[config.mk]
export PLATFORM = sky130hd
export DESIGN_NAME = utf8_stream_decoder_unit
export DESIGN_NICKNAME = d
export VERILOG_FILES = /design/src/hw/rtl/utf8d_pkg.sv /design/src/hw/rtl/utf8_stream_decoder_unit.sv /design/src/hw/rtl/utf8d_core.sv
export SDC_FILE = /design/constraint.sdc
export NUM_CORES = 1
export LEC_CHECK = 0
export ABC_CLOCK_PERIOD_IN_PS = 3500
export BUFFER_PORTS_ARGS = -buffer_cell sky130_fd_sc_hd__buf_2
export CELL_PAD_IN_SITES_DETAIL_PLACEMENT = 1
export CELL_PAD_IN_SITES_GLOBAL_PLACEMENT = 1
export CORE_MARGIN = 4
export CORE_UTILIZATION = 43
export CTS_CLUSTER_SIZE = 14
export DETAILED_ROUTE_END_ITERATION = 16
export PLACE_DENSITY = 0.87
export SETUP_SLACK_MARGIN = 0.05
export SKIP_LAST_GASP = 1
export SYNTH_ARGS = -nofsm -noshare
export SYNTH_HDL_FRONTEND = slang
export SYNTH_SLANG_ARGS = --single-unit
[constraint.sdc]
create_clock -name clk -period 3.5 [get_ports clk]
set_input_delay 0.175 -clock clk [delete_from_list [all_inputs] [get_ports clk]]
set_output_delay 0.175 -clock clk [all_outputs]
set_load 0.01 [all_outputs]
[src/hw/rtl/utf8d_pkg.sv]
`default_nettype none
// ----------------------------------------------------------------------------
// utf8d_pkg
// Types and constants shared by the UTF-8 stream decoder modules.
// ----------------------------------------------------------------------------
package utf8d_pkg;

  localparam int unsigned ByteW = 8;
  localparam int unsigned CpW   = 21;
  localparam int unsigned PendW = 2;

  // lead byte patterns, compared under their masks
  localparam logic [ByteW-1:0] Lead2Mask = 8'hE0;
  localparam logic [ByteW-1:0] Lead2Code = 8'hC0;
  localparam logic [ByteW-1:0] Lead3Mask = 8'hF0;
  localparam logic [ByteW-1:0] Lead3Code = 8'hE0;
  localparam logic [ByteW-1:0] Lead4Mask = 8'hF8;
  localparam logic [ByteW-1:0] Lead4Code = 8'hF0;
  localparam logic [1:0]       ContTag   = 2'b10;

  // continuation bytes still expected after each lead
  localparam logic [PendW-1:0] PendNone = 2'd0;
  localparam logic [PendW-1:0] PendOne  = 2'd1;
  localparam logic [PendW-1:0] PendTwo  = 2'd2;
  localparam logic [PendW-1:0] PendThree = 2'd3;

  typedef struct packed {
    logic [ByteW-1:0] text_byte;
    logic             end_of_text;
  } in_beat_t;

  typedef struct packed {
    logic [CpW-1:0] code_point;
    logic           malformed;
    logic           text_done;
  } out_beat_t;

  // what one byte step hands to the output side
  typedef struct packed {
    logic      fire;
    out_beat_t beat;
  } step_res_t;

endpackage : utf8d_pkg
`default_nettype wire

[src/hw/rtl/utf8_stream_decoder_unit.sv]
`default_nettype none
// ----------------------------------------------------------------------------
// utf8_stream_decoder_unit
// Streaming UTF-8 decoder: one text byte per beat in, code points out.
// ----------------------------------------------------------------------------
//   channel  direction  payload     handshake
//   in       input      in_beat_t   in_valid / in_ready
//   out      output     out_beat_t  out_valid / out_ready
//
// one byte per cycle while results are not held; a byte is taken into the input
// register, decoded, and its result is written to the result register.
// the decode step sits combinationally between the two registers.
// reset clears both registers' valid flags and the sequence state.
// a held result stalls the input register only when its byte also produces
// a result; bytes that only open or extend a sequence keep flowing.
// ----------------------------------------------------------------------------
module utf8_stream_decoder_unit
  import utf8d_pkg::*;
(
  input  wire logic      clk,
  input  wire logic      rst,
  input  wire logic      in_valid,
  output logic           in_ready,
  input  wire in_beat_t  in_data,
  output logic           out_valid,
  input  wire logic      out_ready,
  output out_beat_t      out_data
);

  logic      in_held;
  in_beat_t  in_q;
  logic      advance;
  logic      out_valid_next;
  step_res_t step;

  utf8d_core u_core (
    .clk     (clk),
    .rst     (rst),
    .advance (advance),
    .beat    (in_q),
    .result  (step)
  );

  assign advance  = in_held && (!step.fire || !out_valid || out_ready);
  assign in_ready = !in_held || advance;

  always_ff @(posedge clk) begin
    if (rst) begin
      in_held <= 1'b0;
    end else if (in_ready) begin
      in_held <= in_valid;
    end
  end

  always_ff @(posedge clk) begin
    if (in_valid && in_ready) begin
      in_q <= in_data;
    end
  end

  assign out_valid_next = (out_valid && !out_ready) || (advance && step.fire);

  always_ff @(posedge clk) begin
    if (rst) begin
      out_valid <= 1'b0;
    end else begin
      out_valid <= out_valid_next;
    end
  end

  always_ff @(posedge clk) begin
    if (advance && step.fire) begin
      out_data <= step.beat;
    end
  end

`ifndef SYNTHESIS
  a_reset_empty: assert property (@(posedge clk)
    rst |=> !in_held && !out_valid)
    else $error("pipeline not empty after reset");

  a_input_holds: assert property (@(posedge clk) disable iff (rst)
    in_held && !advance |=> in_held && $stable(in_q))
    else $error("stalled input beat lost or changed");

  a_no_overwrite: assert property (@(posedge clk) disable iff (rst)
    advance && step.fire |-> !out_valid || out_ready)
    else $error("result register overwritten while full");
`endif

endmodule : utf8_stream_decoder_unit
`default_nettype wire

[src/hw/rtl/utf8d_core.sv]
`default_nettype none
// ----------------------------------------------------------------------------
// utf8d_core
// Sequence state and the per-byte decode step; state moves on advance.
// ----------------------------------------------------------------------------
module utf8d_core
  import utf8d_pkg::*;
(
  input  wire logic      clk,
  input  wire logic      rst,
  input  wire logic      advance,
  input  wire in_beat_t  beat,
  output step_res_t      result
);

  logic [CpW-1:0]   partial_value;
  logic [CpW-1:0]   partial_value_next;
  logic [PendW-1:0] bytes_pending;
  logic [PendW-1:0] bytes_pending_next;
  logic [CpW-1:0]   shifted;
  logic [ByteW-1:0] b;
  logic             done;

  assign b       = beat.text_byte;
  assign done    = beat.end_of_text;
  assign shifted = {partial_value[CpW-7:0], b[5:0]};

  always_comb begin
    partial_value_next = partial_value;
    bytes_pending_next = bytes_pending;
    result.fire = 1'b0;
    result.beat.code_point = '0;
    result.beat.malformed  = 1'b0;
    result.beat.text_done  = done;

    if (bytes_pending == PendNone) begin
      if (!b[7]) begin
        result.fire = 1'b1;
        result.beat.code_point = {{(CpW-ByteW){1'b0}}, b};
      end else if ((b & Lead2Mask) == Lead2Code) begin
        partial_value_next = {{(CpW-5){1'b0}}, b[4:0]};
        bytes_pending_next = PendOne;
      end else if ((b & Lead3Mask) == Lead3Code) begin
        partial_value_next = {{(CpW-4){1'b0}}, b[3:0]};
        bytes_pending_next = PendTwo;
      end else if ((b & Lead4Mask) == Lead4Code) begin
        partial_value_next = {{(CpW-3){1'b0}}, b[2:0]};
        bytes_pending_next = PendThree;
      end else begin
        result.fire = 1'b1;
        result.beat.malformed = 1'b1;
      end
      // lead byte flagged as last: cut off
      if (b[7] && !result.fire && done) begin
        result.fire = 1'b1;
        result.beat.malformed = 1'b1;
      end
    end else if (b[7:6] != ContTag) begin
      result.fire = 1'b1;
      result.beat.malformed = 1'b1;
    end else begin
      partial_value_next = shifted;
      bytes_pending_next = bytes_pending - PendOne;
      if (bytes_pending == PendOne) begin
        result.fire = 1'b1;
        result.beat.code_point = shifted;
      end else if (done) begin
        result.fire = 1'b1;
        result.beat.malformed = 1'b1;
      end
    end

    // any result leaves the decoder idle
    if (result.fire) begin
      partial_value_next = '0;
      bytes_pending_next = PendNone;
    end
  end

  always_ff @(posedge clk) begin
    if (rst) begin
      partial_value <= '0;
      bytes_pending <= PendNone;
    end else if (advance) begin
      partial_value <= partial_value_next;
      bytes_pending <= bytes_pending_next;
    end
  end

`ifndef SYNTHESIS
  a_idle_after_result: assert property (@(posedge clk) disable iff (rst)
    advance && result.fire |=> bytes_pending == PendNone && partial_value == '0)
    else $error("decoder state not idle after a result");

  a_malformed_zero: assert property (@(posedge clk) disable iff (rst)
    result.fire && result.beat.malformed |-> result.beat.code_point == '0)
    else $error("malformed result carries a code point");

  a_partial_bound: assert property (@(posedge clk) disable iff (rst)
    (bytes_pending != PendThree || partial_value[CpW-1:3] == '0) &&
    (bytes_pending != PendTwo   || partial_value[CpW-1:10] == '0) &&
    (bytes_pending != PendOne   || partial_value[CpW-1:16] == '0))
    else $error("partial value wider than the pending count allows");
`endif

endmodule : utf8d_core
`default_nettype wire

======== Word-level counts from Yosys, hierarchy flattened ========
Cells that the tools add are included.
cells by class
  add/subtract/negate cells ............... 1
  eq/ne operators ......................... 8
  mux-type cells .......................... 31
  reductions and logical operators ........ 17
operators with widths
  operator               number
  $mux W15               7
  $mux W21               2
  $mux W23               1
  $mux W2                7
  $mux W1                13
  $mux W7                1
  $logic_and A1 B1 Y1    6
  $eq A5 B5 Y1 const B   1
  $logic_not A1 Y1       5
  $ne A5 B5 Y1 const B   1
  $eq A4 B4 Y1 const B   1
  $logic_or A1 B1 Y1     4
  $reduce_and A4 Y1      1
  $eq A3 B3 Y1 const B   1
  $ne A3 B2 Y1 const B   1
  $ne A3 B3 Y1 const B   1
  $eq A2 B1 Y1 const B   1
  $logic_not A2 Y1       1
  $ne A2 B2 Y1 const B   1
  $sub A2 B1 Y2 const B  1
word-level totals
  register bits ........................... 51
  bits of input ports ..................... 13
  output and inout port bits .............. 25
  word-level logic and storage cells ...... 66

======== Depth between registers and ports, before layout ========
  word-level depth ........................ 17
  mapped depth ............................ 7
  gate-level depth less buffers ........... 4

======== Cells and area by module ========
Synthesis repeated with hierarchy kept, for this count alone.
second synthesis, totals
  cell total of the unflattened synthesis .. 160
  area, all modules ....................... 2,025.7 um^2
modules (own cells, without submodules)
  module                    instances  cells each  area an instance (um^2)  sequential area each (um^2)
  utf8_stream_decoder_unit  1          44          1,064.8                  1,001.0
  utf8d_core                1          116         960.9                    340.3

======== Worst setup path after synthesis ========
No wires, ideal clock.
  kind .................................... register to register
  from .................................... register in_q[8] in the netlist's numbering
  to ...................................... register out_data[0] in the netlist's numbering, enable pin
  setup time .............................. 0.411 ns
  arrival time ............................ 2.246 ns
  data required time ...................... 3.089 ns
  setup slack ............................. 0.844 ns
  cell stages (with the launch flop) ...... 6
  path buffers ............................ 2
  period minus slack after synthesis ...... 2.656 ns
  cell sequence ........................... edfxtp_1 -> buf_6 -> and4bb_1 -> buf_6 -> a41o_2 -> a21oi_1
on the way
  word-level cells in the longest chain between the ends .. 16
  elaborated cells on any way between the ends .. 20
  those cells by class .................... 4 x eq/ne; 8 x mux; 8 x reduce/logical
ends and longest elaborated chain
  what                               RTL line                        RTL
  start: declaration                 utf8_stream_decoder_unit.sv:31  in_beat_t in_q;
  start signal: assignment           utf8_stream_decoder_unit.sv:57  in_q <= in_data;
  $eq A5 B5 Y1                       utf8d_core.sv:46                end else if ((b & Lead4Mask) == Lead4Code) begin
  $mux W1                            utf8d_core.sv:46
  $mux W1                            utf8d_core.sv:43                end else if ((b & Lead3Mask) == Lead3Code) begin
  $mux W1                            utf8d_core.sv:40                end else if ((b & Lead2Mask) == Lead2Code) begin
  $mux W1                            utf8d_core.sv:37                if (!b[7]) begin
  $mux W1                            utf8d_core.sv:36                if (bytes_pending == PendNone) begin
  $logic_not A1 Y1                   utf8d_core.sv:54                if (b[7] && !result.fire && done) begin
  $logic_and A1 B1 Y1 (2 in series)  utf8d_core.sv:54
  $mux W1                            utf8d_core.sv:54
  $mux W23 *                         utf8d_core.sv:36
  $logic_not A1 Y1                   utf8_stream_decoder_unit.sv:44  assign advance = in_held && (!step.fire || !out_valid || out_ready);
  $logic_or A1 B1 Y1 (2 in series)   utf8_stream_decoder_unit.sv:44
  $logic_and A1 B1 Y1                utf8_stream_decoder_unit.sv:44
  $logic_and A1 B1 Y1 *              utf8_stream_decoder_unit.sv:72  if (advance && step.fire) begin
  end signal: assignment             utf8_stream_decoder_unit.sv:73  out_data <= step.beat;
  end: declaration                   utf8_stream_decoder_unit.sv:27  output out_beat_t out_data
Every way passes the cells marked *; elsewhere a longest branch is shown, timed or not. The select of a mux whose other input is x is not followed.
A chain may end at the register's enable or synchronous reset.

======== Worst setup path after layout ========
  from .................................... register in_q[8] in the netlist's numbering
  to ...................................... register out_data[3] in the netlist's numbering, enable pin
The elaborated chain is that of the path after synthesis.

==> summary by stage <==
Yosys
When the netlist entered floorplanning its net count stood at 179. The flop and latch count out of synthesis is 51. The number of standard cells after synthesis is 166. The post-synth design cell area is 0.00210 sq mm.

Of the total synthesized cell area, the portion taken by AND, OR, NAND and NOR gates is 0.211. The proportion of synthesized chip area in sequential cells is 0.640. The xor-xnor portion of the synthesized cell area is 0. The fraction of registers with async set or reset after synthesis is 0.

The predominant post-synthesis flop cell is sky130_fd_sc_hd__edfxtp_1. The synthesized-area fraction occupied by ao, oa, aoi and oai cells is 0.110. Of the total synthesized cell area, the portion taken by full adders, half adders and majority gates is 0. Each instance of the synthesized netlist takes up on average 12.6 sq um. After synthesis, the largest family of logic cells by area is simple AND/OR/NAND/NOR gates. Yosys printed 0 warnings. The distinct cell type count of the synthesized netlist is 35.

Of the post-synthesis cell area, the part taken by muxes is 0. The number of synthesized flops with an enable pin is 32.

Worst setup path
Among all stages on the critical path, the largest delay is contributed by sky130_fd_sc_hd__and4bb_1. The required time at the worst-slack endpoint is 3490 ps. The signal on the critical path passes through and4bb_1 -> o21ai_4 -> a21oi_2 -> buf_4. STA classifies the critical path startpoint as a register. The endpoint kind of the worst setup timing path is a register. The longest individual stage delay on the worst path is 630 ps. In this run the worst path has a maximum fanout of 18. The setup path with the least slack is of type register to register.

STA puts the critical path data arrival time at 2470 ps.

Final layout
0 antenna diodes ended up in the layout. The most frequent standard cell in the layout excluding fill and tap cells is sky130_fd_sc_hd__buf_2. Once layout is complete, the utilization of the core stands at 0.509. The final layout contains 215 nets. The area used by sequential logic in the layout is 0.00134 sq mm. Compared with the post-synthesis result, the final layout area differs by 14.7%. Counting the fill cells in the layout gives 514. The multi-input combinational cells in the finished layout cover a total of 678 sq um. Leaving out fill and tap cells, the most frequent cells in the layout are sky130_fd_sc_hd__buf_2, sky130_fd_sc_hd__edfxtp_1, sky130_fd_sc_hd__and2_1, sky130_fd_sc_hd__nand3_1, sky130_fd_sc_hd__dfxtp_1. The share of final-layout standard cells stronger than drive strength 1 is 0.325.

Hold path
The type of the tightest min-delay check is primary input to register.

Floorplan
The initial utilization of the core area, before any placement, comes to 0.444. In this run the vertical extent of the chip is 77.8 um. The die is 77.8 um wide. The region available for standard cell placement spans 0.00472 sq mm. The number of core rows is 25.

The die covers 0.00606 sq mm. The number of top-level pins is 38.

Routing
The number of vias after detailed routing is 1371. The starting DRC count in detailed routing is 75. In the detailed route, the total length drawn on met3 is 123 um. The number of optimization iterations in the first detailed-route pass is 4. The post-detailed-route count of antenna-violating nets is 0. The detailed router put a total of 1940 um of wire on met1.

The overall routed net length is 4170 um. In the routed design, unresolved DRC markers number 0. Summed over all nets, wire length on met2 after detailed routing comes to 2030 um. The wire length per cell is 15.4 um. Routed signal wires occupy layers up through met4. The per-cell via count in the routed design is 5.08.

Timing
The total count of hold-check failures in the final report is 0. For the pin with the worst max-slew slack, the measured transition is 962 ps. Of the available clock period, the critical path in the final layout requires 0.710. The setup skew after layout is 8.66 ps. The post-route worst hold slack is 53.8 ps. The minimum clock period after layout is 2490 ps.

Setup repair after global routing left no endpoint under its margin. The total of endpoints with negative setup slack in the final report is 0. The highest clock rate is 402 MHz. The final-report max-slew violation count is 0.

In the post-route analysis, the smallest setup slack over all paths is 1010 ps. The worst slew margin relative to its limit is 0.355. The total negative setup slack is 0 ps.

Place
At the placement stage, the worst setup path has a slack of 1020 ps. Port buffering added 37 buffers. The final weighted congestion in routability-driven placement is 0.824. The detailed-placement wirelength estimate is 3030 um.

Global route
The initial antenna violation count came to 0. The via count of the first global-routing pass was 1411. Entering global routing, the biggest net connects 22 pins. The residual overflow from global routing is 0. The first global-routing pass estimated 7160 um of wire. The global-route usage over all layers is 0.152.

Clock tree
The buffer depth of the longest clock path is 2. The number of gates given a new drive strength after cts is 0. The number of hold buffers added after cts is 0. Clock tree synthesis inserted a total of 5 buffers.

The clock latency on the worst-skew pair is 300 ps. The buffer cell driving the clock tree root is sky130_fd_sc_hd__clkbuf_8. The TritonCTS sink count is 51. The post-CTS setup repair buffer count is 0. The H-tree depth is 2. TritonCTS built the clock tree.

The clock input transition at the sequential cells of the worst setup and hold paths is 80 ps.

Power
The reported leakage power is 0.853 nW. The net switching power is 0.000231 W. IR analysis of the VDD net gives a maximum drop of 223 uV. Of the total power, registers draw 0.627.

The switching fraction of total power is 0.215. The design internal power is 0.000844 W. The share of total power dissipated in the clock network is 0.312.

The power density over cell area is 447 mW/mm^2. The combinational power share is 0.061.

Status
The flow ran to the end, and the final reports show no timing, DRC or antenna violations.

Run
The tool flagged a number of max-cap violations equal to 0.
## registers in the layout, summed over array words and instances, names as in the netlist
signal,flops
in_held,1
in_q,9
out_data,23
out_valid,1
u_core.bytes_pending,2
u_core.partial_value,15
## worst paths after layout
path	start	to	slack [ps]	cells past startpoint
worst max-delay path	in_q[8]	out_data[3]	1010	4
worst max register to register	in_q[8]	out_data[3]	1010	4
worst min-delay path	in_data[2]	in_q[2]	50	1
worst min register to register	u_core.partial_value[14]	u_core.partial_value[14]	460	2
## metal layers
metal,vias to the layer above,track usage
met5,-,0
met4,0,0.0641
met3,5,0.0302
met2,23,0.248
met1,659,0.197
li1,684,-
## power by group through the flow
stage	Sequential, W	Combinational [W]	Clock, W
4_1_cts	0.000674	0.0000671	0.000347
2_1_floorplan	0.000689	0.0000377	0
3_3_place_gp	0.000687	0.0000648	0
5_1_grt	0.000677	0.0000734	0.000373
6_report	0.000674	0.0000658	0.000335
3_5_place_dp	0.000688	0.0000670	0
## cells by family after synthesis
kind of cell / Yosys count
simple gates: 70
flops: 51
compound gates: 32
buf+inv: 13
## Yosys cell counts (2+ instances only)
cell,n,area (sq um)
sky130_fd_sc_hd__clkbuf_1,4,15.0
sky130_fd_sc_hd__o21ai_0,2,10.0
sky130_fd_sc_hd__nand3_2,8,80.1
sky130_fd_sc_hd__buf_6,2,22.5
sky130_fd_sc_hd__nand2b_1,2,12.5
sky130_fd_sc_hd__nor2_1,5,18.8
sky130_fd_sc_hd__a21oi_1,12,60.1
sky130_fd_sc_hd__a21oi_2,8,70.1
sky130_fd_sc_hd__nand3_1,22,110
sky130_fd_sc_hd__nand2_1,2,7.51
sky130_fd_sc_hd__dfxtp_1,19,380
sky130_fd_sc_hd__edfxtp_1,32,961
sky130_fd_sc_hd__buf_2,2,10.0
sky130_fd_sc_hd__and2_1,23,144
sky130_fd_sc_hd__inv_1,3,11.3
## worst max-delay path: cells and delay by family (launching register included)
| family | cells | cell delay, ps |
|---|---|---|
| AO/OA/AOI/OAI | 2 | 720 |
| buffers and inverters | 1 | 320 |
| AND/OR/NAND/NOR | 1 | 630 |
| flip-flops | 1 | 490 |
## final cells by class
| cell class | instances | area share |
|---|---|---|
| timing repair buffer | 39 | 0.0832 |
| clock buffer | 7 | 0.0359 |
| inverter | 3 | 0.00468 |
| multi-input combinational | 102 | 0.282 |
| sequential | 51 | 0.557 |
| tap | 67 | 0.0348 |
| clock inverter | 1 | 0.00208 |
## per-stage QoR
stage               cell area [sq um]  power [W]  cells
finish                           2410    0.00108    270
CTS                              2410    0.00109    270
global route                     2410    0.00112    270
floorplan                        2100   0.000727    166
global placement                 2310   0.000752    262
detailed placement               2310   0.000755    262
No activity file was read; power rests on OpenSTA's default activity.
